[src/rtl/trle_pkg.sv]
// ----------------------------------------------------------------------------
// trle_pkg: shared types and constants of the thick line raster engine
// Holds the command record that moves from the front end to the back end,
// the register and command codes, and the back-end state type.
// ----------------------------------------------------------------------------
`default_nettype none

package trle_pkg;

  // Default sizes of the frame store and the largest stamp.
  localparam int unsigned DEF_MAX_RASTER_WIDTH  = 256;
  localparam int unsigned DEF_MAX_RASTER_HEIGHT = 256;
  localparam int unsigned DEF_MAX_HALF_WIDTH    = 7;

  // Field widths fixed by the item format.
  localparam int unsigned COORD_W = 12;
  localparam int unsigned CFG_W   = 9;
  localparam int unsigned COLOR_W = 32;
  localparam int unsigned FLOW_W  = 8;
  localparam int unsigned RD_W    = 8;
  localparam int unsigned SHW_W   = 3;
  // Half width after clamping; wide enough for the largest allowed maximum.
  localparam int unsigned HW_W    = 5;
  // One frame store word holds color and flow side by side.
  localparam int unsigned PIX_W   = COLOR_W + FLOW_W;

  // Depth of the command queue between front and back end (power of two).
  localparam int unsigned QUEUE_DEPTH = 2;

  typedef enum logic {
    CMD_DRAW = 1'b0,
    CMD_READ = 1'b1
  } cmd_e;

  typedef enum logic {
    REG_RASTER_WIDTH  = 1'b0,
    REG_RASTER_HEIGHT = 1'b1
  } cfg_reg_e;

  typedef enum logic [2:0] {
    BK_CLEAR,
    BK_IDLE,
    BK_STAMP,
    BK_READ_MEM,
    BK_READ_WAIT
  } bk_state_e;

  // Classified command as it waits in the queue.
  typedef struct packed {
    logic                       is_read;
    logic                       read_hit;
    logic signed [COORD_W-1:0]  x0;
    logic signed [COORD_W-1:0]  y0;
    logic signed [COORD_W-1:0]  x1;
    logic signed [COORD_W-1:0]  y1;
    logic [COLOR_W-1:0]         color;
    logic [FLOW_W-1:0]          flow;
    logic [HW_W-1:0]            hw;
    logic [RD_W-1:0]            rx;
    logic [RD_W-1:0]            ry;
  } cmd_t;

endpackage

`default_nettype wire

[src/rtl/trle_front.sv]
// ----------------------------------------------------------------------------
// trle_front: input side of the thick line raster engine
// Accepts items, clamps the stamp size, decides whether a read hits the
// raster, and pushes the classified command into the queue.
// ----------------------------------------------------------------------------
`default_nettype none

module trle_front #(
  parameter int unsigned MAX_RASTER_WIDTH  = trle_pkg::DEF_MAX_RASTER_WIDTH,
  parameter int unsigned MAX_RASTER_HEIGHT = trle_pkg::DEF_MAX_RASTER_HEIGHT,
  parameter int unsigned MAX_HALF_WIDTH    = trle_pkg::DEF_MAX_HALF_WIDTH
) (
  input  wire logic                                in_valid_i,
  output logic                                     in_stall_o,
  input  wire logic                                command_i,
  input  wire logic signed [trle_pkg::COORD_W-1:0] start_x_i,
  input  wire logic signed [trle_pkg::COORD_W-1:0] start_y_i,
  input  wire logic signed [trle_pkg::COORD_W-1:0] end_x_i,
  input  wire logic signed [trle_pkg::COORD_W-1:0] end_y_i,
  input  wire logic [trle_pkg::COLOR_W-1:0]        line_color_i,
  input  wire logic [trle_pkg::FLOW_W-1:0]         line_flow_i,
  input  wire logic [trle_pkg::SHW_W-1:0]          stamp_half_width_i,
  input  wire logic [trle_pkg::RD_W-1:0]           read_x_i,
  input  wire logic [trle_pkg::RD_W-1:0]           read_y_i,
  input  wire logic [trle_pkg::CFG_W-1:0]          raster_width_i,
  input  wire logic [trle_pkg::CFG_W-1:0]          raster_height_i,
  input  wire logic                                q_full_i,
  input  wire logic                                clearing_i,
  output logic                                     push_o,
  output trle_pkg::cmd_t                           cmd_o
);

  import trle_pkg::*;

  localparam logic [12:0]     MAXW_C = 13'(MAX_RASTER_WIDTH);
  localparam logic [12:0]     MAXH_C = 13'(MAX_RASTER_HEIGHT);
  localparam logic [HW_W-1:0] MAXHW_C = HW_W'(MAX_HALF_WIDTH);

  logic [HW_W-1:0] hw_raw;
  logic            hit_x;
  logic            hit_y;

  // Stall while the queue is full or the frame store is being cleared.
  assign in_stall_o = q_full_i | clearing_i;
  assign push_o     = in_valid_i & ~in_stall_o;

  // A read hits when its address lies inside both the raster and the store.
  assign hit_x = ({5'b0, read_x_i} < MAXW_C) && ({1'b0, read_x_i} < raster_width_i);
  assign hit_y = ({5'b0, read_y_i} < MAXH_C) && ({1'b0, read_y_i} < raster_height_i);

  // Clamp the half width to the largest stamp the block supports.
  assign hw_raw = HW_W'(stamp_half_width_i);

  // Build the command record.
  always_comb begin
    cmd_o          = '0;
    cmd_o.is_read  = (cmd_e'(command_i) == CMD_READ);
    cmd_o.read_hit = hit_x & hit_y;
    cmd_o.x0       = start_x_i;
    cmd_o.y0       = start_y_i;
    cmd_o.x1       = end_x_i;
    cmd_o.y1       = end_y_i;
    cmd_o.color    = line_color_i;
    cmd_o.flow     = line_flow_i;
    cmd_o.hw       = (hw_raw > MAXHW_C) ? MAXHW_C : hw_raw;
    cmd_o.rx       = read_x_i;
    cmd_o.ry       = read_y_i;
  end

endmodule

`default_nettype wire

[config.mk]
export PLATFORM = sky130hd
export DESIGN_NAME = trle_front
export DESIGN_NICKNAME = d
export VERILOG_FILES = /design/src/rtl/trle_pkg.sv /design/src/rtl/trle_front.sv
export SDC_FILE = /design/constraint.sdc
export NUM_CORES = 1
export LEC_CHECK = 0
export ABC_AREA = 1
export BUFFER_PORTS_ARGS = -buffer_cell sky130_fd_sc_hd__buf_2
export CAP_MARGIN = 20
export CELL_PAD_IN_SITES_DETAIL_PLACEMENT = 0
export CELL_PAD_IN_SITES_GLOBAL_PLACEMENT = 1
export CORE_MARGIN = 10
export CORE_UTILIZATION = 14
export DETAILED_ROUTE_END_ITERATION = 6
export PLACE_DENSITY = 0.79
export REMOVE_ABC_BUFFERS = 1
export SLEW_MARGIN = 20
export SYNTH_ARGS = -nofsm -noshare
export SYNTH_HDL_FRONTEND = slang
export SYNTH_SLANG_ARGS = --single-unit
[constraint.sdc]
create_clock -name vclk -period 1.6
set_input_delay 0.32 -clock vclk [all_inputs]
set_output_delay 0.32 -clock vclk [all_outputs]
set_load 0.03 [all_outputs]
==> flow_summary.toml, run 1 <==
[pwr]
leakage_nw = 0.5964
vdd.ir_drop.worst_mv = 0.07471
p_per_area_nw_per_um2 = 290.2

[worst_hold_path]
hold_class = "input pin to primary output"
hold_path_end = "cmd_o[67]"
hold_path.startpoint = "end_y_i[6]"
hold_path_depth = 0

[cells_and_area]
nNetsFinal = 289
synthToLayoutAreaGrowth_pct = -11.71
instances_no_fill = 253
regArea_um2 = 0
n_clock_buffer = 0
drive_gt1_frac = 0.6806
nFillCells = 1032
final_util = 0.1281
design_area_um2 = 1122
design.seq.count = 0
multi_input_area_um2 = 535.5

[drt]
drt-initial-drc-count = 7
ant_nets = 0
drt-vias-per-instance = 3.617
drc = 0
routed-via-count = 915
wl_per_cell_um = 49.59
wirelength_um = 12550
firstDrtPassIters = 4

[grt]
met3_usage = 0.3219
grt-ovfl-total = 0
grt_pass1_wl_um = 14180
antenna_found_initial = 2
grt.busiest_layer = "met3"
grt_pass1_vias = 990
grt_use_total = 0.1754
met2_usage = 0.2661
grt_max_degree = 3
grt_use_met1 = 0.09508

[yosys]
yosysUniqueCellTypes = 11
synth_area_leaders = "buf_4 (63%), ha_1 (14%), inv_1 (8.0%)"
yosysWarnings = 0
synth.avg_cell_area_um2 = 6.553
yosysMostFrequentCell = "buf_4"
synthCells = 194
synth_top_area_cell = "buf_4"
synth_top_area_frac = 0.6319
ys_seq_area_frac = 0
syn_area_um2 = 1271
yosys-top-cells-count = "buf_4 (107), inv_1 (27), nand2_1 (24)"

[sta]
period_needed_ns = 1.621
rsz0062_at_grt = "true"
fin_crit_sh = 1.013
fin_ws_ns = -0.02085
fin_setup_tns_ns = -0.02085
drv_slew = 0
max_freq_ghz = 0.6170
setup_violations = 1
hold_viol_final = 0

[die]
core_area_um2 = 8763
fp.dieH_um = 115.3
die_w_um = 115.3
ios = 242
start_util = 0.1451
rows = 34
dieArea_um2 = 13290

[outcome]
violations = "setup timing"
outcome = "finished with violations"

[placement]
port_buffers = 56
placedCellCount = 252
dpl_worst_slack_ns = -0.2077
dpl.hpwl_um = 12120
place.gp.congestion = 0.7853
place_area_um2 = 898.4

[setup_path]
crit_path_start_kind = "input pin"
critPathKind = "input pin to primary output"
cp.required_ns = 1.28
endpoint_kind = "primary output"
path_max_fanout = 2
cp_data_arrival_time_ns = 1.30

[job]
maxCapViolCount = 0

[clocking]
cts_post_setup_buffers_inserted = 0
## critical path: stages
cell and delay (ns):
buf_2 0.12, ha_4 0.27, nand2_1 0.09, nor2_4 0.14, nand3_2 0.07, nand3_2 0.08
nor2_1 0.05, buf_4 0.16
## cell type report
type               instances  share of cell area
well taps                108              0.1204
inverters                 27             0.09699
multi-input cells         58              0.4771
repair buffers            59              0.3032
diodes                     1            0.002230
## what timing repair did
item / 4_1_cts / 5_1_grt
cloned: 0 / 0
gates resized for setup: 18 / 35
setup endpoints to repair: 1 / 1
pin swaps: 8 / 15
hold buffers: 0 / 0
## per-stage QoR
stage	hold WS, ns	power (W)
after global placement	0.6402	0.0002423
after CTS	0.6402	0.0002805
after global routing	0.6402	0.0003634
after detailed placement	0.6402	0.0002470
final	0.6403	0.0003257
after floorplan	0.6400	0.00009510
## cell usage in the layout (no fill, tap or decap), drive strengths merged
cell type	synthesis	final
buf	107	59
inv	27	27
nand2	24	24
ha	14	14
nor2	9	9
nand3	4	4
a21oi	3	3
conb	1	2
diode	0	1
or2	1	1
a21boi	1	1
## power breakdown
part / switching (W) / internal (W)
combinational: 0.000185 / 0.000140
sequential: 0 / 0
clock: 0 / 0.0000000000835
total: 0.000185 / 0.000140
## worst max path at each step
stage,cells after the start,to,start
floorplan,9,cmd_o[109],raster_width_i[4]
global placement,8,cmd_o[109],read_x_i[6]
detailed placement,8,cmd_o[109],read_x_i[6]
CTS,9,cmd_o[109],raster_width_i[6]
global route,10,cmd_o[109],read_x_i[4]
finish,8,cmd_o[109],read_x_i[7]
## kinds of logic after synthesis
group                    share of synthesized area
AND/OR/NAND/NOR                             0.1181
adder cells (fa/ha/maj)                     0.1378
buffers and inverters                       0.7205
AO/OA/AOI/OAI                              0.02067
other                                     0.002950
## per-layer routing
metal  part of all wire  wire (µm)  vias to the layer above
met5             0.0038         48                        -
met4                  0          0                        4
met3               0.38       4811                        4
met2               0.42       5244                      188
met1               0.19       2441                      351
li1                   -          -                      368
No activity file was read; power rests on OpenSTA's default activity.
==> inputs of run 2 (changes only) <==
Settings changed: CORE_ASPECT_RATIO from default to 1.75, CORE_UTILIZATION 14 to 15, PLACE_DENSITY 0.79 to 0.84.
Clock period 1.6 ns to 1.92 ns, I/O delays scaled along.
==> run 2 against run 1 <==
Net effect:
- the flow now finishes without violations
- core utilization down 2.0 points
- clock-buffer cell count is the same
- non-clock buffer count shrank 3
- sequential cell count is the same
- critical path depth unchanged
- critical endpoint unchanged
- largest power group unchanged
==> flow_summary.toml, run 2 (synthesis gave the netlist of run 1 again) <==
[cells_and_area]
final_common_cell = "buf_2"
design_area_um2 = 900.9
synthToLayoutAreaGrowth_pct = -29.13
drive_gt1_frac = 0.4326
n_clock_buffer = 0
regArea_um2 = 0
mostFrequentLayoutCells = "buf_2 (55), inv_1 (27), nand2_1 (23)"
insertedDiodeCount = 0
nNetsFinal = 286
design.seq.count = 0
instances_no_fill = 256

[grt]
antenna_found_initial = 0
grt_pass1_wl_um = 14840
grt.busiest_layer = "met2"
met3_usage = 0.2764
met2_usage = 0.4474
grt_use_met1 = 0.03782
grt_max_degree = 3
grt_pass1_vias = 818
grt_use_total = 0.2015
grt-ovfl-total = 0

[setup_path]
cp-startpoint = "read_y_i[4]"
cp_data_arrival_time_ns = 1.44
crit_path_start_kind = "input pin"
endpoint_kind = "primary output"
path_max_fanout = 2
crit_end = "cmd_o[109]"
cp.required_ns = 1.54
critPathKind = "input pin to primary output"

[drt]
drc = 0
firstDrtPassIters = 3
routed-via-count = 852
drt-vias-per-instance = 3.328
wl_per_cell_um = 53.54
wirelength_um = 13710
drt-initial-drc-count = 22
ant_nets = 0

[sta]
setup_violations = 0
fin_ws_ns = 0.09733
timing.hold.ws_ns = 0.7681
fin_crit_sh = 0.9493
period_needed_ns = 1.823
drv_slew = 0
hold_viol_final = 0
max_freq_ghz = 0.5486

[pwr]
power_frac_seq = 0
vdd.ir_drop.worst_mv = 0.07222
p_comb_frac = 1.000
power_frac_clock = 0
switchingPower_w = 0.0001238
p_int_w = 0.00007994
sw_frac_of_total = 0.6077
p_per_area_nw_per_um2 = 226.2
leakage_nw = 0.5722
power.total_w = 0.0002038

[die]
start_util = 0.1529
die_w_um = 89.59
core_area_um2 = 8313
ios = 242
fp.dieH_um = 141.8
dieArea_um2 = 12700
rows = 44

[placement]
place_area_um2 = 884.6
place.gp.congestion = 0.8509
port_buffers = 56
dpl_worst_slack_ns = 0.05621
placedCellCount = 256
dpl.hpwl_um = 13590

[clocking]
cts_post_setup_buffers_inserted = 0
hold_buffers = 0

[worst_hold_path]
hold_class = "input pin to primary output"

[outcome]
outcome = "completed"

[job]
maxCapViolCount = 0
[run 2: changes by cell type in the layout (fill, tap and decap cells not counted), moves of 2 or more]
cell	previous run	this run
ha_1	6	14
buf_2	50	55
ha_4	8	0
nand2_1	12	23
buf_6	4	1
inv_1	17	27
inv_2	7	0
nand2_2	11	1
inv_4	3	0
buf_4	4	0
nor2_4	2	0
nor2_1	5	8
[run 2: final cells by class]
cell class / count / area (µm²)
fillers: 975 / 7412
inverters: 27 / 101.3
multi-input cells: 58 / 369.1
well taps: 115 / 143.9
repair buffers: 56 / 286.5
[run 2: power groups by stage]
| stage | Clock (W) | Sequential (W) | Combinational, W |
|---|---|---|---|
| 2_1_floorplan | 0 | 0 | 0.0000792 |
| 6_report | 0 | 0 | 0.000204 |
| 5_1_grt | 0 | 0 | 0.000230 |
| 4_1_cts | 0 | 0 | 0.000199 |
| 3_3_place_gp | 0 | 0 | 0.000195 |
| 3_5_place_dp | 0 | 0 | 0.000198 |
[run 2: what timing repair did]
| item | 4_1_cts | 5_1_grt |
|---|---|---|
| setup endpoints to repair | 0 | 1 |
| resized for setup | 0 | 6 |
| endpoints found under the hold margin | 0 | 0 |
[run 2: critical path: stages]
cell,delay [ns]
buf_2,0.11
ha_1,0.30
a21oi_1,0.18
nand2_1,0.07
nand2_1,0.05
nand3_1,0.09
nor2_2,0.13
buf_6,0.14
[run 2: worst min-delay path by stage]
| stage | start | to | depth (start not counted) |
|---|---|---|---|
| 2_1_floorplan | read_y_i[0] | cmd_o[0] | 0 |
| 3_3_place_gp | start_x_i[2] | cmd_o[99] | 0 |
| 3_5_place_dp | start_x_i[2] | cmd_o[99] | 0 |
| 4_1_cts | start_x_i[2] | cmd_o[99] | 0 |
| 5_1_grt | start_x_i[2] | cmd_o[99] | 0 |
| 6_report | start_x_i[2] | cmd_o[99] | 0 |
[run 2: metal layers]
| metal | wire, µm | up-vias |
|---|---|---|
| met5 | 0 | - |
| met4 | 12 | 0 |
| met3 | 4344 | 2 |
| met2 | 8417 | 180 |
| met1 | 932 | 311 |
| li1 | - | 359 |
[run 2: metrics by stage]
| stage | setup TNS, ns | utilization |
|---|---|---|
| final | 0 | 0.1084 |
| after global routing | -0.006674 | 0.1084 |
| after CTS | 0 | 0.1064 |
| after global placement | 0 | 0.1064 |
| after detailed placement | 0 | 0.1064 |
| after floorplan | 0 | - |
==> inputs of run 3 (changes only) <==
Settings changed: BUFFER_PORTS_ARGS -buffer_cell sky130_fd_sc_hd__buf_2 to default, CORE_AREA from default to 10 10 85 87, CORE_ASPECT_RATIO 1.75 to default, CORE_MARGIN 10 to default, CORE_UTILIZATION 15 to default, DIE_AREA from default to 0 0 95 97, DONT_BUFFER_PORTS from default to 1, PLACE_DENSITY 0.84 to 0.54.
==> run 3 against run 2 <==
Net effect:
- cell count down 37%
- combinational power down 50%
- total power shrank 50%
- critical path type unchanged
==> flow_summary.toml, run 3 (synthesis gave the netlist of run 1 again) <==
[placement]
placedCellCount = 159
place.gp.congestion = 0.9524
dpl.hpwl_um = 12120
port_buffers = 0

[die]
dieArea_um2 = 9215
core_area_um2 = 5473
start_util = 0.2323
die_w_um = 95
rows = 27
ios = 242
fp.dieH_um = 97

[cells_and_area]
drive_gt1_frac = 0.04598
n_clock_buffer = 0
final_common_cell = "inv_1"
instances_no_fill = 161
synthToLayoutAreaGrowth_pct = -55.12
regArea_um2 = 0
design.seq.count = 0
mostFrequentLayoutCells = "inv_1 (27), nand2_1 (24), ha_1 (14)"
nNetsFinal = 232

[drt]
wl_per_cell_um = 75.81
drt-initial-drc-count = 23
wirelength_um = 12210
firstDrtPassIters = 2
drt-vias-per-instance = 4.261
ant_nets = 0
drc = 0
routed-via-count = 686

[job]
maxCapViolCount = 0

[pwr]
vdd.ir_drop.worst_mv = 0.06894
sw_frac_of_total = 0.6190
leakage_nw = 0.3531
switchingPower_w = 0.00006272
p_comb_frac = 1.000
power_frac_clock = 0
power_frac_seq = 0
p_per_area_nw_per_um2 = 177.6
p_int_w = 0.00003861

[grt]
grt_max_degree = 3
grt_pass1_vias = 692
grt_use_total = 0.2457
grt_pass1_wl_um = 13540
antenna_found_initial = 6
grt-ovfl-total = 0

[setup_path]
timing.critical_path.mode_cell = "nand2_1"
crit_path_start_kind = "input pin"
critPathKind = "input pin to primary output"
cp.required_ns = 1.54
crit_slowest_cell = "ha_1"
cp_data_arrival_time_ns = 1.34
critical-path-max-stage-delay_ns = 0.28
endpoint_kind = "primary output"
cp_cell_sequence = "inv_1, ha_1, nand2_1, nand2_1, a21boi_2, nand3_1, nor2_1, buf_4"
path_max_fanout = 2
crit_end = "cmd_o[109]"
cp-startpoint = "raster_width_i[6]"

[sta]
fin_setup_tns_ns = 0
rsz0062_at_grt = "false"
period_needed_ns = 1.721
drv_slew = 0
setup_violations = 0
max_freq_ghz = 0.5812
fin_crit_sh = 0.8961
hold_viol_final = 0

[outcome]
outcome = "completed"

[clocking]
cts_resized = 0
cts_post_setup_buffers_inserted = 0
hold_buffers = 0

[worst_hold_path]
hold_class = "input pin to primary output"
hold_path_depth = 0
[run 3: cell count changes in the layout (fill, tap and decap cells not counted), sizes merged]
cell   change
buf       -54
diode      +2
[run 3: worst max-delay path: cells and delay by family]
family	cells	cell delay [ns]
compound gates	1	0.15
buf+inv	2	0.19
simple gates	4	0.33
fa+ha+maj	1	0.28
[run 3: worst min-delay path by stage]
stage	start	to
after floorplan	read_y_i[0]	cmd_o[0]
final	read_x_i[7]	cmd_o[15]
after global routing	end_x_i[7]	cmd_o[80]
after CTS	read_x_i[7]	cmd_o[15]
after detailed placement	read_x_i[7]	cmd_o[15]
after global placement	read_x_i[7]	cmd_o[15]
[run 3: layer usage]
layer / track usage / routed length, µm / up-vias
li1: - / - / 254
met4: 0.04005 / 314 / 12
met5: 0.1310 / 189 / -
met2: 0.4412 / 6106 / 203
met1: 0.03877 / 796 / 199
met3: 0.4742 / 4800 / 18
[run 3: final cells by class]
class | count | area [µm²]
multi-input cells | 58 | 359.1
diodes | 2 | 5.005
repair buffers | 2 | 15.01
inverters | 27 | 101.3
fillers | 658 | 4902
well taps | 72 | 90.09
[run 3: per-stage QoR]
stage	worst slack [ns]	power (W)	utilization	area, µm²	hold slack [ns]
floorplan	0.1273	0.00007925	-	460.4	0.7680
global placement	0.1982	0.0001029	0.1033	565.5	0.7682
detailed placement	0.1801	0.0001022	0.1033	565.5	0.7682
CTS	0.1713	0.0001030	0.1033	565.5	0.7682
global route	0.09087	0.0001185	0.1033	565.5	0.7682
finish	0.1994	0.0001013	0.1043	570.5	0.7681
[run 3: power by group through the flow]
stage,clock (W),combinational [W],sequential (W)
finish,0.000000000141,0.000101,0
global route,0,0.000118,0
CTS,0,0.000103,0
detailed placement,0,0.000102,0
global placement,0,0.000103,0
floorplan,0,0.0000792,0
