[src/rtl/trle_pkg.sv]
// ----------------------------------------------------------------------------
// trle_pkg: shared types and constants of the thick line raster engine
// Holds the command record that moves from the front end to the back end,
// the register and command codes, and the back-end state type.
// ----------------------------------------------------------------------------
`default_nettype none

package trle_pkg;

  // Default sizes of the frame store and the largest stamp.
  localparam int unsigned DEF_MAX_RASTER_WIDTH  = 256;
  localparam int unsigned DEF_MAX_RASTER_HEIGHT = 256;
  localparam int unsigned DEF_MAX_HALF_WIDTH    = 7;

  // Field widths fixed by the item format.
  localparam int unsigned COORD_W = 12;
  localparam int unsigned CFG_W   = 9;
  localparam int unsigned COLOR_W = 32;
  localparam int unsigned FLOW_W  = 8;
  localparam int unsigned RD_W    = 8;
  localparam int unsigned SHW_W   = 3;
  // Half width after clamping; wide enough for the largest allowed maximum.
  localparam int unsigned HW_W    = 5;
  // One frame store word holds color and flow side by side.
  localparam int unsigned PIX_W   = COLOR_W + FLOW_W;

  // Depth of the command queue between front and back end (power of two).
  localparam int unsigned QUEUE_DEPTH = 2;

  typedef enum logic {
    CMD_DRAW = 1'b0,
    CMD_READ = 1'b1
  } cmd_e;

  typedef enum logic {
    REG_RASTER_WIDTH  = 1'b0,
    REG_RASTER_HEIGHT = 1'b1
  } cfg_reg_e;

  typedef enum logic [2:0] {
    BK_CLEAR,
    BK_IDLE,
    BK_STAMP,
    BK_READ_MEM,
    BK_READ_WAIT
  } bk_state_e;

  // Classified command as it waits in the queue.
  typedef struct packed {
    logic                       is_read;
    logic                       read_hit;
    logic signed [COORD_W-1:0]  x0;
    logic signed [COORD_W-1:0]  y0;
    logic signed [COORD_W-1:0]  x1;
    logic signed [COORD_W-1:0]  y1;
    logic [COLOR_W-1:0]         color;
    logic [FLOW_W-1:0]          flow;
    logic [HW_W-1:0]            hw;
    logic [RD_W-1:0]            rx;
    logic [RD_W-1:0]            ry;
  } cmd_t;

endpackage

`default_nettype wire

[src/rtl/trle_queue.sv]
// ----------------------------------------------------------------------------
// trle_queue: command queue between front end and back end
// A short register FIFO of classified commands, so either side can stall
// without holding up the other.
// ----------------------------------------------------------------------------
`default_nettype none

module trle_queue (
  input  wire logic           clk_i,
  input  wire logic           rst_ni,
  input  wire logic           push_i,
  input  trle_pkg::cmd_t      cmd_i,
  output logic                full_o,
  output logic                valid_o,
  input  wire logic           pop_i,
  output trle_pkg::cmd_t      cmd_o
);

  import trle_pkg::*;

  localparam int unsigned PTR_W = (QUEUE_DEPTH > 1) ? $clog2(QUEUE_DEPTH) : 1;
  localparam int unsigned CNT_W = $clog2(QUEUE_DEPTH + 1);

  cmd_t             mem_q [QUEUE_DEPTH];
  logic [PTR_W-1:0] wptr_q, wptr_d;
  logic [PTR_W-1:0] rptr_q, rptr_d;
  logic [CNT_W-1:0] cnt_q, cnt_d;

  assign full_o  = (cnt_q == CNT_W'(QUEUE_DEPTH));
  assign valid_o = (cnt_q != '0);
  assign cmd_o   = mem_q[rptr_q];

  // Pointer and fill count update.
  always_comb begin
    wptr_d = push_i ? wptr_q + 1'b1 : wptr_q;
    rptr_d = pop_i ? rptr_q + 1'b1 : rptr_q;
    cnt_d  = cnt_q;
    if (push_i && !pop_i) begin
      cnt_d = cnt_q + 1'b1;
    end else if (pop_i && !push_i) begin
      cnt_d = cnt_q - 1'b1;
    end
  end

  always_ff @(posedge clk_i or negedge rst_ni) begin
    if (!rst_ni) begin
      wptr_q <= '0;
      rptr_q <= '0;
      cnt_q  <= '0;
    end else begin
      wptr_q <= wptr_d;
      rptr_q <= rptr_d;
      cnt_q  <= cnt_d;
    end
  end

  // Entry storage.
  always_ff @(posedge clk_i) begin
    if (push_i) begin
      mem_q[wptr_q] <= cmd_i;
    end
  end

endmodule

`default_nettype wire

[config.mk]
export PLATFORM = sky130hd
export DESIGN_NAME = trle_queue
export DESIGN_NICKNAME = d
export VERILOG_FILES = /design/src/rtl/trle_pkg.sv /design/src/rtl/trle_queue.sv
export SDC_FILE = /design/constraint.sdc
export NUM_CORES = 1
export LEC_CHECK = 0
export BUFFER_PORTS_ARGS = -buffer_cell sky130_fd_sc_hd__buf_2
export CAP_MARGIN = 20
export CORE_MARGIN = 4
export CORE_UTILIZATION = 52
export DETAILED_ROUTE_END_ITERATION = 8
export PLACE_DENSITY = 0.79
export SYNTH_ARGS = -nofsm -noshare
export SYNTH_HDL_FRONTEND = slang
export SYNTH_SLANG_ARGS = --single-unit
[constraint.sdc]
create_clock -name clk_i -period 7.3 [get_ports clk_i]
set_clock_uncertainty 0.15 [all_clocks]
set_input_delay 1.095 -clock clk_i [delete_from_list [all_inputs] [get_ports clk_i]]
set_output_delay 1.095 -clock clk_i [all_outputs]
set_load 0.03 [all_outputs]
==> summary.txt, run 1 <==
Flow run
  – Number of max-cap violations: 0

Synth
  – YS warnings: 0
  – Largest area contributor in the netlist: edfxtp_1
  – Synth area leaders: edfxtp_1 81%, mux2_2 15%, dfrtp_1 1.2%
  – Mapped Area: ~8200 µm²
  – Post-synth EDFFs: around 220
  – Largest family of logic cells by synthesized area: multiplexers
  – Post-synth top cells: 222 x edfxtp_1, 111 x mux2_2, 8 x buf_6
  – Sequential area share after synthesis: just over 80%
  – Top-count cell post-synth: edfxtp_1
  – Yosys cell types: 14
  – Compound-Gate Fraction of Synth Area: 0%
  – Synthesized net count: 477
  – Avg Cell Area, Syn: ~23 µm²
  – Xor-xnor portion of the synthesized cell area: less than 1%
  – FF+latch count, synth: approximately 230
  – Post-synthesis simple-gate area fraction: less than 1%
  – Cells after Synth: 361
  – Post-synthesis mux area share: between 15 and 20%
  – Post-synth ARST share: 1.770%
  – Post-synth top flop: edfxtp_1
  – Area share of the largest cell type after synthesis: 81.12%
  – Fraction of the mapped netlist area in adder cells: 0.1523%

Global routing
  – Largest net degree at the start of global routing: 72
  – Global route overflow: 0
  – Initial antenna violation count: 0
  – GRT Resource Usage Total: 16.53%
  – Via count of the first global-routing pass: 4,472
  – First-pass GRT wire length: about 24 mm

Critical path
  – Critical path startpoint category: flop
  – Setup CP Type: reg2out
  – R2R Path End: mem_q[0][54]
  – CP Launch Point: rptr_q
  – Crit Reg-Reg Startpoint: wptr_q
  – Worst Path Arrival: 2.77 ns
  – Setup crit end: cmd_o[37]
  – R2r setup slk: just under 5 ns
  – Required @ worst endpoint: 6.05 ns
  – R2R depth: 2
  – Worst-path fanout max: 71
  – Setup crit end kind: output port

Layout
  – Synthesis-to-layout area growth: 24.10%
  – Antenna cell count: 0
  – Filler cell count: 1,067
  – Final #Nets: 720
  – Layout cell share with drive strength beyond 1: between 50% and 60%

Routing
  – Final ANT Viol Nets: 0
  – DRC violations left: 0
  – Via-to-Cell Ratio: roughly 5.0
  – Drt pass-1 iters: 4
  – DR vias: between 4,000 and 5,000
  – Drt total wl: 15.20 mm
  – Wire per inst: 18.36 µm
  – DR iter-0 viols: ~210

Placement
  – Final GP Congestion: approximately 0.75
  – Port bufs: 227
  – Post-DP HPWL: ~10 mm

CTS
  – CTS sink cnt: approximately 230
  – Total CTS buffers: 22
  – Post_cts resized: 0
  – Latest clock arrival within the worst-skew pair: 0.48 ns
  – Htree depth: 1
  – Post-CTS Setup Repair Bufs: 0
  – Clock transition at path regs: 0.06 ns
  – CTS tree: yes
  – Hold-fix buffer count after cts: 0
  – CTS max path bufs: 3
  – Clock root buffer: clkbuf_16

Timing
  – Final Hold Viols: 0
  – # setup viols final: 0
  – Hold slack: approximately 0.26 ns
  – RSZ-0062 raised after global routing: false
  – Count of final max-slew check failures: 0
  – Final worst-path cycle share: 55.05%
  – Period minus WS final: between 4 and 5 ns
  – Worst-margin pin slew: approximately 0.96 ns
  – Setup TNS: 0 ns
  – Fmax: 248.8 MHz
  – Relative slew slack: 36.17%

Power
  – Max VDD drop: 0.2975 mV
  – Switching Share: between 30% and 40%
  – Pwr/cell area: 420.8 nW/µm²
  – Leak: just under 0.004 µW
  – Internal cell power: 2802 µW
  – Clock power share: a little under a quarter
  – Reg power frac: a little over two fifths
  – Combinational share of power: between 30% and 40%
  – Switching Power: 1490 µW

Floorplan
  – Die Width: 133.7 µm
  – Num ports: roughly 230
  – FP Rows: 45
  – Initial Util: between 50% and 60%
  – Die Y-Extent: between 100 and 150 µm
  – Die area: approximately 18,000 µm²
  – Core Region: approximately 15,000 µm²

Run status
  – Status: completed

Min path
  – HP Class: in2async
-- power groups by stage --
stage / clock (µW) / sequential (µW) / combinational (µW)
2_1_floorplan: 0 / 1820 / 1150
3_3_place_gp: 0 / 1840 / 1460
3_5_place_dp: 0 / 1860 / 1470
4_1_cts: 1020 / 1830 / 1480
5_1_grt: 1080 / 1850 / 1550
6_report: 997 / 1830 / 1470
-- flip-flops by register name, indices dropped and copies added (netlist names) --
register	count
rptr_q	1
cnt_q	2
wptr_q	1
mem_q	222
-- critical path: stages (launching register included) --
cell	delay, ns
dfrtp_4	0.80
buf_4	0.79
mux2_2	0.43
buf_2	0.18
-- cell type report --
cell class,instances,area (µm²),area share [%]
multi-input cells,122,1345,13.19
clock inverters,6,23.77,0.2331
inverters,1,3.754,0.03681
repair buffers,231,1186,11.63
clock buffers,31,605.6,5.938
flip-flops and latches,226,6770,66.38
well taps,211,264.0,2.589
-- worst min path at each step --
stage,from,to,slack (ns),cells past startpoint
CTS,rst_ni,cnt_q[0],0.24,1
finish,rst_ni,cnt_q[0],0.26,1
floorplan,cnt_q[1],cnt_q[1],0.30,1
global route,rst_ni,cnt_q[0],0.23,1
global placement,cnt_q[1],cnt_q[1],0.31,1
detailed placement,cnt_q[1],cnt_q[1],0.36,1
-- per-stage QoR --
| stage | util, % | std cells | cell area, µm² | total power [µW] | worst slack [ns] |
|---|---|---|---|---|---|
| detailed placement | 62.30 | 790 | 9542 | 3329 | 3.586 |
| finish | 66.59 | 828 | 10200 | 4292 | 3.281 |
| floorplan | - | 361 | 8218 | 2978 | 0.6376 |
| global route | 66.59 | 828 | 10200 | 4479 | 3.155 |
| CTS | 66.41 | 827 | 10170 | 4332 | 3.258 |
| global placement | 62.30 | 790 | 9542 | 3296 | 3.658 |
-- cell families (layout without fill, tap and decap cells) --
family,Yosys count,after routing
XOR/XNOR,5,5
adder cells (fa/ha/maj),1,1
buffers and inverters,13,269
flip-flops,226,226
multiplexers,111,111
AND/OR/NAND/NOR,5,5
-- cell usage in the layout (no fill, tap or decap), drive strengths merged --
cell / count
xor2: 4
inv: 1
and2: 1
buf: 231
edfxtp: 222
mux2: 111
nor2: 1
xnor2: 1
clkinv: 6
or2: 1
ha: 1
clkbuf: 31
nor2b: 2
dfrtp: 4
-- routing by layer --
metal,vias to the layer above,GRT usage [%],share of wire (%)
li1,1931,-,-
met1,2037,21.15,40
met2,165,28.19,50
met3,17,5.249,8.7
met4,0,3.200,1.1
met5,-,0,0
(Power assumes the default switching activity.)
==> inputs of run 2 (changes only) <==
--- a/config.mk
+++ b/config.mk
@@ -5,12 +5,13 @@
 export SDC_FILE = /design/constraint.sdc
 export NUM_CORES = 1
 export LEC_CHECK = 0
+export ABC_AREA = 1
 export BUFFER_PORTS_ARGS = -buffer_cell sky130_fd_sc_hd__buf_2
 export CAP_MARGIN = 20
 export CORE_MARGIN = 4
-export CORE_UTILIZATION = 52
+export CORE_UTILIZATION = 47
 export DETAILED_ROUTE_END_ITERATION = 8
-export PLACE_DENSITY = 0.79
+export PLACE_DENSITY = 0.76
 export SYNTH_ARGS = -nofsm -noshare
 export SYNTH_HDL_FRONTEND = slang
 export SYNTH_SLANG_ARGS = --single-unit
==> constraint.sdc (replaced) <==
create_clock -name clk_i -period 3.4 [get_ports clk_i]
set_clock_uncertainty 0.15 [all_clocks]
set_input_delay 0.51 -clock clk_i [delete_from_list [all_inputs] [get_ports clk_i]]
set_output_delay 0.51 -clock clk_i [all_outputs]
set_load 0.03 [all_outputs]
==> summary.txt, run 2 <==
Critical path
  – Required @ worst endpoint: about 2.7 ns
  – Crit path buf inv count: 2
  – Cell family with the largest share of critical-path delay: flip-flops
  – Worst-path fanout max: between 60 and 70
  – R2R depth: 3
  – Setup crit end kind: output port
  – CP Cell Sequence: buf_12 -> mux2_2 -> buf_2
  – Critical Path Max Stage Delay: 0.64 ns
  – Setup CP Type: reg2out
  – Worst Path Arrival: 2.15 ns
  – Critical path startpoint category: flop
  – Critical Path Slowest Stage Cell: dfrtp_4
  – Stages on worst setup path: 3

Synth
  – Area share of the largest cell type after synthesis: between 80% and 90%
  – YS warnings: 0
  – Top-count cell post-synth: edfxtp_1
  – Post-synth ARST share: under 10%
  – Largest area contributor in the netlist: edfxtp_1
  – Avg Cell Area, Syn: between 20 and 25 µm²
  – FF+latch count, synth: roughly 230
  – Yosys cell types: 14
  – Post-synth top flop: edfxtp_1
  – Synthesized net count: between 400 and 500
  – Synth area leaders: edfxtp_1 81%, mux2_2 15%, dfrtp_1 1.2%
  – Cells after Synth: 370
  – Post-synth EDFFs: 222
  – Post-synth top cells: 222 x edfxtp_1, 111 x mux2_2, 8 x buf_6
  – Mapped Area: about 8200 µm²
  – Sequential area share after synthesis: 82.16%

CTS
  – Htree depth: 1
  – CTS sink cnt: about 230
  – Post_cts resized: 0
  – Clock transition at path regs: about 0.060 ns
  – Clock root buffer: clkbuf_16
  – Total CTS buffers: 23
  – Post-CTS Setup Repair Bufs: 0
  – Hold-fix buffer count after cts: 1
  – CTS max path bufs: 3
  – Latest clock arrival within the worst-skew pair: ~0.50 ns
  – CTS tree: yes

Routing
  – Wire per inst: 18.11 µm
  – Final ANT Viol Nets: 0
  – Drt pass-1 iters: 4
  – DR vias: around 4,300
  – DR iter-0 viols: 200
  – DRC violations left: 0
  – Via-to-Cell Ratio: just under 5
  – Drt total wl: roughly 16 mm

Layout
  – Area taken by multi-input logic gates: roughly 1300 µm²
  – Filler cell count: between 1,000 and 1,500
  – Max reg flops: between 200 and 250
  – Antenna cell count: 0
  – Post-layout util: about 60%
  – Reg with most FFs: mem_q
  – Final #Nets: ~730
  – Layout cell share with drive strength beyond 1: a little under 60%
  – Most frequent cells in the layout: 227 x buf_2, 222 x edfxtp_1, 111 x mux2_2, 23 x clkbuf_16, 8 x clkbuf_1
  – Synthesis-to-layout area growth: 25.90%
  – Fin cells: about 860
  – Commonest non-fill, non-tap cell in the layout: buf_2
  – FF/Latch Area: between 6000 and 7000 µm²
  – Top flop regs: mem_q: 222 flops, cnt_q: 2 flops

Timing
  – Setup TNS: 0 ns
  – # setup viols final: 0
  – Period minus WS final: 2.809 ns
  – Worst-margin pin slew: between 0.7 and 0.8 ns
  – Final Hold Viols: 0
  – Hold slack: ~0.05 ns
  – Final worst-path cycle share: ~83%
  – Relative slew slack: about half
  – Fmax: approximately 360 MHz
  – RSZ-0062 raised after global routing: false
  – Count of final max-slew check failures: 0

Power
  – Combinational share of power: 33.7%
  – Switching Share: roughly a third
  – Internal cell power: about 6300 µW
  – Reg power frac: 40.8%
  – Switching Power: 3247 µW
  – Pwr/cell area: approximately 920 nW/µm²
  – Pwr Total: roughly 9500 µW
  – Leak: roughly 0.0039 µW
  – Max VDD drop: ~0.5 mV
  – Clock power share: about 26%

Placement
  – Post-DP HPWL: 10.42 mm
  – Placed Cells: between 800 and 900
  – Port bufs: 227
  – Final GP Congestion: approximately 0.76

Min path
  – Hold depth: 1
  – HP Class: in2reg

Floorplan
  – Die Y-Extent: 140.4 µm
  – FP Rows: 48
  – Num ports: approximately 230
  – Core Region: 17,240 µm²
  – Die area: 19,700 µm²
  – Die Width: about 140 µm
  – Initial Util: 47.78%

Global routing
  – Met1 global-route usage: 18.57%
  – Global route overflow: 0
  – Via count of the first global-routing pass: between 4,000 and 5,000
  – Most Used Layer, Global Route: met2
  – Routing usage on met2: a little over a quarter
  – Largest net degree at the start of global routing: 63
  – GRT Resource Usage Total: between 10% and 20%
  – GRT met3 Usage: around 4.2%
  – First-pass GRT wire length: 23.96 mm
  – Initial antenna violation count: 2

Run status
  – Status: completed

Flow run
  – Number of max-cap violations: 0
## run 2: cell types whose count changed in the layout (fill, tap and decap cells not counted), moves of 2 or more
cell / delta
bufinv_16: +3
nand2_1: +6
buf_12: +2
xor2_1: -2
inv_1: +5
clkinv_2: +2
## run 2: logic make-up after synthesis
group	synth area share, %
xor gates and xnor gates	0.3191
and+or+nand+nor	0.5014
buffers and inverters	1.687
DFF	82.16
muxes	15.18
adders and majority gates	0.1519
## run 2: cell type report
type                    count  share of cell area, %
flip-flops and latches    226                  65.29
multi-input cells         125                  12.90
repair buffers            234                  11.73
clock buffers              31                  5.840
well taps                 225                  2.715
clock inverters            11                  1.243
inverters                   7                 0.2775
## run 2: worst register-to-register path, cell delays in order (launching register included)
cell and delay [ns]:
dfrtp_1 0.43, nand2_1 0.12, inv_4 0.46, buf_12 0.41
## run 2: stage by stage
step           instance area [µm²]  setup WS [ns]
3_5_place_dp                  9624          1.091
4_1_cts                      10370         0.5579
6_report                     10370         0.5906
3_3_place_gp                  9624          1.142
2_1_floorplan                 8243        0.07262
5_1_grt                      10370         0.4940
## run 2: worst paths after layout
check	from	slack [ns]	to
worst max-delay path	rptr_q	0.59	cmd_o[92]
worst min-delay path	cmd_i[69]	0.05	mem_q[1][69]
worst max register to register	wptr_q	1.46	mem_q[1][78]
worst min register to register	cnt_q[1]	0.36	cnt_q[1]
max in group asynchronous	rst_ni	2.73	rptr_q
min in group asynchronous	rst_ni	0.22	wptr_q
## run 2: power by group through the flow
stage          logic [µW]  registers [µW]  clock network [µW]
2_1_floorplan        2480            3870                   0
5_1_grt              3400            3930                2620
6_report             3210            3880                2430
3_3_place_gp         3200            3910                   0
3_5_place_dp         3250            3950                   0
4_1_cts              3260            3890                2490
## run 2: layer usage
metal	vias to the layer above	part of all wire (%)
met2	172	52
met3	32	7.7
li1	1966	-
met4	4	1.9
met1	2077	38
met5	-	0.22
==> inputs of run 3 (changes only) <==
--- a/config.mk
+++ b/config.mk
@@ -9,9 +9,9 @@
 export BUFFER_PORTS_ARGS = -buffer_cell sky130_fd_sc_hd__buf_2
 export CAP_MARGIN = 20
 export CORE_MARGIN = 4
-export CORE_UTILIZATION = 47
+export CORE_UTILIZATION = 52
 export DETAILED_ROUTE_END_ITERATION = 8
-export PLACE_DENSITY = 0.76
+export PLACE_DENSITY = 0.79
 export SYNTH_ARGS = -nofsm -noshare
 export SYNTH_HDL_FRONTEND = slang
 export SYNTH_SLANG_ARGS = --single-unit
==> constraint.sdc (replaced) <==
create_clock -name clk_i -period 2.6 [get_ports clk_i]
set_clock_uncertainty 0.15 [all_clocks]
set_input_delay 0.39 -clock clk_i [delete_from_list [all_inputs] [get_ports clk_i]]
set_output_delay 0.39 -clock clk_i [all_outputs]
set_load 0.03 [all_outputs]
==> summary.txt, run 3 (synthesis gave the netlist of run 2 again) <==
Run status
  – Status: completed

Timing
  – Period minus WS final: about 2.4 ns
  – Count of final max-slew check failures: 0
  – Hold slack: a little under 0.1 ns
  – Setup TNS: 0 ns
  – Final worst-path cycle share: 92.09%
  – Setup slack after layout: between 0.2 and 0.25 ns
  – Worst-margin pin slew: around 0.34 ns
  – Fmax: 417.6 MHz
  – Relative slew slack: 77.18%
  – Final Hold Viols: 0
  – # setup viols final: 0
  – RSZ-0062 raised after global routing: false

Placement
  – Pre-CTS setup slack: between 0.7 and 0.8 ns
  – Port bufs: between 200 and 250
  – Final GP Congestion: 0.7514
  – Post-DP HPWL: between 10 and 15 mm
  – Placed Cells: roughly 800

Layout
  – Fin cells: ~960
  – Commonest non-fill, non-tap cell in the layout: buf_2
  – Top flop regs: mem_q: 222 flops, cnt_q: 2 flops
  – Max reg flops: around 220
  – Synthesis-to-layout area growth: 39.88%
  – Most frequent cells in the layout: 227 x buf_2, 222 x edfxtp_1, 114 x dlygate4sd3_1, 111 x mux2_2, 25 x clkbuf_16
  – Final #Nets: roughly 850
  – Reg with most FFs: mem_q
  – Antenna cell count: 0
  – Post-layout util: about three quarters
  – Layout cell share with drive strength beyond 1: between 50% and 60%

Floorplan
  – Num ports: 228
  – FP Rows: 45
  – Die area: between 15,000 and 20,000 µm²
  – Die Y-Extent: 133.8 µm
  – Die Width: ~130 µm
  – Initial Util: a little over half
  – Core Region: about 15,000 µm²

Power
  – Leak: 0.004410 µW
  – Pwr/cell area: around 1100 nW/µm²
  – Max VDD drop: 0.6815 mV

Routing
  – Wire per inst: between 15 and 20 µm
  – DRC violations left: 0
  – Drt total wl: roughly 19 mm
  – Via-to-Cell Ratio: 5.024
  – Drt pass-1 iters: 5
  – DR vias: 4,803
  – DR iter-0 viols: between 200 and 250
  – Final ANT Viol Nets: 0

CTS
  – Clock transition at path regs: roughly 0.060 ns
  – Clock root buffer: clkbuf_16
  – CTS sink cnt: 226
  – Total CTS buffers: 24
  – CTS max path bufs: 3
  – Latest clock arrival within the worst-skew pair: just under 0.5 ns
  – CTS tree: yes
  – Htree depth: 1

Min path
  – HP Class: in2async

Critical path
  – Crit path buf inv count: 2
  – Critical Path Slowest Stage Cell: dfrtp_4
  – Worst-path fanout max: 54
  – Setup CP Type: reg2out
  – Critical path startpoint category: flop
  – Setup crit end kind: output port
  – Required @ worst endpoint: roughly 2.1 ns
  – Cell family with the largest share of critical-path delay: buffers and inverters
  – Critical Path Max Stage Delay: around 0.44 ns
  – R2R depth: 3
  – Worst Path Arrival: ~1.9 ns
  – CP Cell Sequence: buf_12 -> mux2_2 -> buf_2
  – Stages on worst setup path: 3

Global routing
  – GRT Resource Usage Total: between 20% and 30%
  – Via count of the first global-routing pass: approximately 5,400
  – Global route overflow: 0
  – Initial antenna violation count: 0
  – First-pass GRT wire length: about 30 mm
  – Largest net degree at the start of global routing: 59

Flow run
  – Number of max-cap violations: 0
run 3: changes by cell type in the layout (fill, tap and decap cells not counted), moves of 2 or more:
cell           change
clkinv_2           -2
clkbuf_8           +3
dlygate4sd3_1    +113
buf_4              -4
clkbuf_16          +2
bufinv_16          -3
buf_12             +4
run 3: repair_timing:
item / CTS / global route
endpoints found under the hold margin: 228 / 0
gates resized for setup: 0 / 0
buffers inserted: 0 / 0
hold buffers: 114 / 0
run 3: layout make-up:
cell class | count | area (µm²)
clock inverter | 5 | 25.02
timing repair buffer | 347 | 2397
multi-input combinational | 125 | 1340
inverter | 7 | 30.03
clock buffer | 35 | 693.2
sequential | 226 | 6770
tap | 211 | 264.0
fill | 861 | 3851
run 3: metal layers:
layer | vias up | wire length (µm) | track usage, % | share of wire, %
met5 | - | 0 | 0 | 0
met1 | 2354 | 6997 | 24.51 | 37
met3 | 33 | 1491 | 5.814 | 8.0
met2 | 232 | 9780 | 37.87 | 52
met4 | 0 | 404 | 5.257 | 2.2
li1 | 2184 | - | - | -
run 3: path summary, 6_finish.rpt:
| path | start | slack, ns | end |
|---|---|---|---|
| max | rptr_q | 0.21 | cmd_o[23] |
| min reg2reg | cnt_q[0] | 0.40 | cnt_q[0] |
| min in group clk_i | cnt_q[0] | 0.40 | cnt_q[0] |
| min | rst_ni | 0.1 | cnt_q[0] |
| max in group asynchronous | rst_ni | 2.06 | rptr_q |
| max reg2reg | wptr_q | 1.14 | mem_q[1][47] |
run 3: per-stage QoR:
step / area, µm² / total power [µW]
final: 11520 / 12670
after global routing: 11520 / 13200
after CTS: 11520 / 12710
after detailed placement: 9661 / 9466
after global placement: 9661 / 9360
after floorplan: 8249 / 8302
run 3: where the power goes:
group | internal, µW | leakage, µW | total [µW] | switching, µW
combinational | 1600 | 0.00193 | 4550 | 2940
clock | 1830 | 0.000351 | 3100 | 1260
sequential | 4840 | 0.00213 | 5030 | 193
